==> config.mk <==
export PLATFORM = sky130hd
export DESIGN_NAME = bsm_decode
export DESIGN_NICKNAME = d
export VERILOG_FILES = /design/src/hw/rtl/bsm_pkg.sv /design/src/hw/rtl/bsm_decode.sv
export SDC_FILE = /design/constraint.sdc
export NUM_CORES = 1
export LEC_CHECK = 0
export BUFFER_PORTS_ARGS = -buffer_cell sky130_fd_sc_hd__buf_4
export CORE_UTILIZATION = 35
export DETAILED_ROUTE_END_ITERATION = 16
export PLACE_DENSITY = 0.94
export SLEW_MARGIN = 25
export SYNTH_ARGS = -nofsm -noshare
export SYNTH_HDL_FRONTEND = slang
export SYNTH_SLANG_ARGS = --single-unit
==> constraint.sdc <==
create_clock -name vclk -period 1.29
set_input_delay 0.0645 -clock vclk [all_inputs]
set_output_delay 0.0645 -clock vclk [all_outputs]
set_load 0.02 [all_outputs]
==> src/hw/rtl/bsm_pkg.sv <==
// Shared types and codes for the bank-switched memory map.
`timescale 1ns / 1ps

package bsm_pkg;

  // Item action codes
  localparam logic [2:0] ACT_READ        = 3'd0;
  localparam logic [2:0] ACT_WRITE       = 3'd1;
  localparam logic [2:0] ACT_LOAD_BASIC  = 3'd2;
  localparam logic [2:0] ACT_LOAD_KERNEL = 3'd3;
  localparam logic [2:0] ACT_LOAD_GLYPH  = 3'd4;

  // Result source codes
  localparam logic [2:0] SRC_RAM    = 3'd0;
  localparam logic [2:0] SRC_BASIC  = 3'd1;
  localparam logic [2:0] SRC_KERNEL = 3'd2;
  localparam logic [2:0] SRC_GLYPH  = 3'd3;
  localparam logic [2:0] SRC_IO     = 3'd4;
  localparam logic [2:0] SRC_PORT   = 3'd5;

  // Processor port bus addresses
  localparam logic [15:0] ADDR_DIR  = 16'h0000;
  localparam logic [15:0] ADDR_PORT = 16'h0001;

  // Reset values of the port registers
  localparam logic [7:0] DIR_RESET  = 8'h2F;
  localparam logic [7:0] PORT_RESET = 8'h37;
  localparam logic [7:0] IO_FLOAT   = 8'hFF;

  // Store address widths
  localparam int unsigned RAM_AW   = 16;
  localparam int unsigned BASIC_AW = 13;
  localparam int unsigned KERNEL_AW = 13;
  localparam int unsigned GLYPH_AW = 12;

  // Where the read byte of an item comes from
  typedef enum logic [2:0] {
    RSEL_IMM,
    RSEL_RAM,
    RSEL_BASIC,
    RSEL_KERNEL,
    RSEL_GLYPH
  } rsel_t;

  // Decoded access, from the decoder to the top level
  typedef struct packed {
    logic       ram_we;
    logic       ram_re;
    logic       basic_we;
    logic       basic_re;
    logic       kernel_we;
    logic       kernel_re;
    logic       glyph_we;
    logic       glyph_re;
    logic       dir_we;
    logic       port_we;
    rsel_t      rsel;
    logic [7:0] rd_imm;
    logic [2:0] src;
    logic       sel;
    logic       wr;
  } dec_t;

endpackage

==> src/hw/rtl/bsm_decode.sv <==
// Address and bank decode of one item against the current port setting.
`timescale 1ns / 1ps

module bsm_decode
  import bsm_pkg::*;
(
  input  logic [2:0]  action,
  input  logic [15:0] address,
  input  logic [7:0]  io_read_data,
  input  logic [7:0]  dir,
  input  logic [7:0]  port,
  input  logic        io_attached,
  output dec_t        dec
);

  logic [7:0] eff;
  logic       low;
  logic       high;
  logic       charsel;
  logic       in_io;
  logic       in_basic;
  logic       in_kernel;
  logic       io_map;

  // input bits of the port read as 1
  assign eff       = (port & dir) | ~dir;
  assign low       = eff[0];
  assign high      = eff[1];
  assign charsel   = eff[2];
  assign in_io     = (address[15:12] == 4'hD);
  assign in_basic  = (address[15:13] == 3'b101);
  assign in_kernel = (address[15:13] == 3'b111);
  assign io_map    = (low | high) & charsel;

  always_comb begin
    dec = '0;
    dec.rsel = RSEL_IMM;
    dec.src  = SRC_RAM;
    unique case (action)
      ACT_READ: begin
        if (address == ADDR_DIR) begin
          dec.rd_imm = dir;
          dec.src    = SRC_PORT;
        end else if (address == ADDR_PORT) begin
          dec.rd_imm = eff;
          dec.src    = SRC_PORT;
        end else if (in_basic && low && high) begin
          dec.basic_re = 1'b1;
          dec.rsel     = RSEL_BASIC;
          dec.src      = SRC_BASIC;
        end else if (in_kernel && high) begin
          dec.kernel_re = 1'b1;
          dec.rsel      = RSEL_KERNEL;
          dec.src       = SRC_KERNEL;
        end else if (in_io && (low || high)) begin
          if (io_map) begin
            dec.src    = SRC_IO;
            dec.sel    = io_attached;
            dec.rd_imm = io_attached ? io_read_data : IO_FLOAT;
          end else begin
            dec.glyph_re = 1'b1;
            dec.rsel     = RSEL_GLYPH;
            dec.src      = SRC_GLYPH;
          end
        end else begin
          dec.ram_re = 1'b1;
          dec.rsel   = RSEL_RAM;
        end
      end
      ACT_WRITE: begin
        if (address == ADDR_DIR) begin
          dec.dir_we = 1'b1;
          dec.src    = SRC_PORT;
        end else if (address == ADDR_PORT) begin
          dec.port_we = 1'b1;
          dec.src     = SRC_PORT;
        end else if (in_io && io_map) begin
          dec.src = SRC_IO;
          dec.sel = io_attached;
          dec.wr  = io_attached;
        end else begin
          dec.ram_we = 1'b1;
        end
      end
      ACT_LOAD_BASIC: begin
        dec.basic_we = 1'b1;
        dec.src      = SRC_BASIC;
      end
      ACT_LOAD_KERNEL: begin
        dec.kernel_we = 1'b1;
        dec.src       = SRC_KERNEL;
      end
      ACT_LOAD_GLYPH: begin
        dec.glyph_we = 1'b1;
        dec.src      = SRC_GLYPH;
      end
      default: begin
        // unused action codes: all-zero result, no side effects
        dec.src = SRC_RAM;
      end
    endcase
  end

endmodule
Word-level counts from Yosys, hierarchy flattened
Cells that the tools add are included.
{"block": "word_totals", "register_bits": 0, "input_bits": 44, "out_inout_bits": 26, "word_cells": 84}
{"block": "op_classes", "eq_ne": 8, "muxes": 63, "bitwise_logic": 5, "reduce_logical": 8}
{"operator": "two-way mux 1 bit", "n": 38}
{"operator": "two-way mux 11 bit", "n": 3}
{"operator": "two-way mux 3 bit", "n": 11}
{"operator": "two-way mux 8 bit", "n": 4}
{"operator": "equality test 16 x 1 -> 1 bit (second input constant)", "n": 1}
{"operator": "zero test 16 bit", "n": 1}
{"operator": "one-hot mux 3 bit (5 select lines)", "n": 1}
{"operator": "two-way mux 12 bit", "n": 1}
{"operator": "equality test 3 bit (second input constant)", "n": 3}
{"operator": "AND 8 bit", "n": 1}
{"operator": "inverter 8 bit", "n": 1}
{"operator": "bitwise OR 8 bit", "n": 1}
{"operator": "equality test 3 x 2 -> 1 bit (second input constant)", "n": 2}
{"operator": "two-way mux 2 bit", "n": 3}
{"operator": "logical AND 1 bit", "n": 5}
{"operator": "two-way mux 5 bit", "n": 1}
{"operator": "equality test 4 bit (second input constant)", "n": 1}
{"operator": "equality test 3 x 1 -> 1 bit (second input constant)", "n": 1}
{"operator": "zero test 3 bit", "n": 1}
{"operator": "one-hot mux 1 bit (2 select lines)", "n": 1}
{"operator": "AND 1 bit", "n": 1}
{"operator": "logical OR 1 bit", "n": 1}
{"operator": "bitwise OR 1 bit", "n": 1}

Depth between registers and ports, before layout
{"block": "logic_depth", "word_depth": 11, "ltp_mapped": 5, "mapped_depth_nobuf": 4}

Worst setup path after synthesis
No wires, ideal clock.
{"block": "synth_timing", "path_type": "input to output", "from": "input port address[13]", "to": "output port dec[1] (netlist name)", "t_arrival_ns": 1.402, "required_ns": 1.226, "path_slack_ns": -0.176, "path_stages": 4, "n_path_buf": 1, "path_cell_list": "nand4b_1 -> or3_4 -> buf_6 -> nor4_1"}
{"element": "start, declared", "line_no": "bsm_decode.sv:8", "source": "input logic [15:0] address,"}
{"element": "end, declared", "line_no": "bsm_decode.sv:13", "source": "output dec_t dec"}

==> reports/summary.txt <==
Pwr Density: 241.5 nW/um2
Largest area contributor in the netlist: and2_1
Dpl cell area: 1135 um2
Nature of the critical path endpoint: output pin
Area of the die: 1799 um2
Warnings from Yosys: 0
Clock buffers: 0
Final critical-path share of the clock period: 110.5%
Synthesis-to-layout area growth: 113.6%
Internal power: 0.0001564 W
Initial core utilization: 37.52%
Worst setup margin: -135.1 ps
Largest net degree at the start of global routing: 19
Type of the tightest min-delay check: in2out
Finished Cell Area: 1221 um2
Final min period: 1425 ps
Outcome: finished with violations
Hold depth: 3
Fraction of layout cells with a size suffix above 1: 56.71%
First-pass GRT wire length: 3967 um
Sequential Area: 0 um2
Critical path class: in2out
Crit path max fanout: 11
Slew Limit Fails: 0
GRT overflow: 0
Die Wd: 42.42 um
Slowest CP cell: or3_4
Leak pwr: 0.6065 nW
Routed vias/inst: 5.978
Sequential cell count: 0
Sw Share: 46.95%
Final hold violations: 0
CP Data Required Time: 1230 ps
Critical path depth: 6
Setup total negative slack: -1059 ps
Slew headroom: 64.41%
# diodes: 0
Max-Cap Viols: 0
Via count: 1076
Layout net count: 210
RSZ-0062 raised after global routing: yes
Post-Syn Instances: 94
Psw: 0.0001385 W
Crit path launch type: input port
Total Wirelength: 3073 um
Routability Congestion: 0.8159
Slowest stage delay, CP: 500 ps
WL/cell: 17.07 um
Hold Path End: dec[23]
Avg Inst Size Synth: 6.083 um2
Buffer and inverter count on the worst path: 2
Top cell type's share of synthesized area: 9.847%
Post-synthesis sequential area ratio: 0%
Core area: 1524 um2
Drt initial violations: 40
Synth area leaders: and2_1, nor2_1, nor3_1
Crit path cell chain: buf_8 -> nand4b_1 -> or3_4 -> nand2_1 -> and2_1 -> buf_4
Post-route DRC: 0
Row cnt: 14
Chip height: 42.42 um
Peak Freq: 0.7017 GHz
Final setup fails: 17
Crit path DAT: 1360 ps
CP top delay family: simple AND/OR/NAND/NOR gates
Max VDD drop: 158.8 uV
Comb pwr share: 100.0%
Place WS: -107.2 ps
Vias in the first global route: 984
Pre-antenna DRT Iters: 4
Clk pwr share: 0%
Distinct cells, synth: 32
Remaining antenna violation count: 0
Failing checks: setup timing
Filler instances: 91
Dpl hpwl: 1854 um
Worst-Margin Slew: 528.9 ps
Initial antenna violation count: 0
Synth Net Count: 138
Boundary Pins: 70
Synthesized area: 571.8 um2
I/O Buffers: 70
Hold wc startpoint: action[0]
Gr usage total: 26.91%
Post-CTS Hold Fix Bufs: 0
Sequential power share: 0%
tightest hold or removal path, cell delays in order:
cell	delay (ps)
buf_4	120
nor3b_1	70
buf_4	160
cells by family after synthesis:
kind of cell,after synthesis,share of synthesized area [%]
AO/OA/AOI/OAI,24,28.88
AND/OR/NAND/NOR,59,61.05
buffers and inverters,11,10.06
power by group through the flow:
stage / clock, W / combinational [W] / sequential, W
4_1_cts: 0 / 0.000269 / 0
5_1_grt: 0 / 0.000311 / 0
3_5_place_dp: 0 / 0.000258 / 0
2_1_floorplan: 0 / 0.000101 / 0
6_report: 0 / 0.000295 / 0
3_3_place_gp: 0 / 0.000249 / 0
metal layers:
layer	GRT usage (%)	wire length, um	up-vias
met5	0	0	-
met4	9.375	118	0
met3	4.310	256	19
met2	51.38	1562	86
met1	29.23	1135	489
li1	-	-	482
area by class of cell:
| cell class | instances | area (um2) | area share (%) |
|---|---|---|---|
| repair buffers | 76 | 600.6 | 49.18 |
| well taps | 16 | 20.02 | 1.639 |
| multi-input cells | 83 | 581.8 | 47.64 |
| inverters | 5 | 18.77 | 1.537 |
synthesized netlist by cell type, drive strengths merged (2+ instances only):
| library cell | number |
|---|---|
| a211oi | 3 |
| a21oi | 3 |
| and2 | 9 |
| and2b | 2 |
| buf | 5 |
| inv | 5 |
| nand2 | 4 |
| nand3b | 5 |
| nor2 | 13 |
| nor2b | 3 |
| nor3 | 8 |
| nor3b | 2 |
| nor4 | 5 |
| o21a | 4 |
| o21ai | 6 |
| o22ai | 5 |
| or3 | 3 |
through the flow:
step | hold slack (ps) | utilization (%) | power, W | instances
2_1_floorplan | 181.3 | - | 0.0001011 | 94
3_3_place_gp | 445.9 | 74.47 | 0.0002494 | 180
3_5_place_dp | 452.9 | 74.47 | 0.0002580 | 180
4_1_cts | 454.3 | 77.26 | 0.0002690 | 180
5_1_grt | 479.8 | 80.13 | 0.0003108 | 180
6_report | 475.2 | 80.13 | 0.0002949 | 180
worst max path at each step:
stage | from | to | slack (ps)
2_1_floorplan | address[13] | dec[1] | 60
3_3_place_gp | port[1] | dec[2] | -70
3_5_place_dp | address[12] | dec[5] | -110
4_1_cts | port[0] | dec[2] | -40
5_1_grt | address[13] | dec[4] | -230
6_report | address[13] | dec[4] | -140
what timing repair did:
item,4_1_cts,5_1_grt
hold endpoints to repair,0,0
resized for setup,10,9
buffers inserted,0,0
setup endpoints to repair,12,17
cloned,0,0
pin swaps,2,2
cell usage in the layout (no fill, tap or decap):
cell       n
buf_4     69
nor2_1    13
and2_1     9
nor3_1     6
o21ai_0    6
buf_6      6
inv_1      5
nand3b_1   5
o22ai_1    5
nand2_1    4
a211oi_2   3
o21a_1     3
nor3b_1    2
nor2b_1    2
nor3_2     2
nor4_2     2
and2b_1    2
or3_1      2
nor4_4     2
a21oi_1    2
nand4b_1   1
and4bb_2   1
or3_4      1
nor2b_2    1
or2_4      1
nand4_1    1
nor4_1     1
o21a_4     1
a21oi_2    1
a211o_2    1
a21o_1     1
o31a_1     1
and3_2     1
buf_8      1
Power figures use the tool's default switching activity.
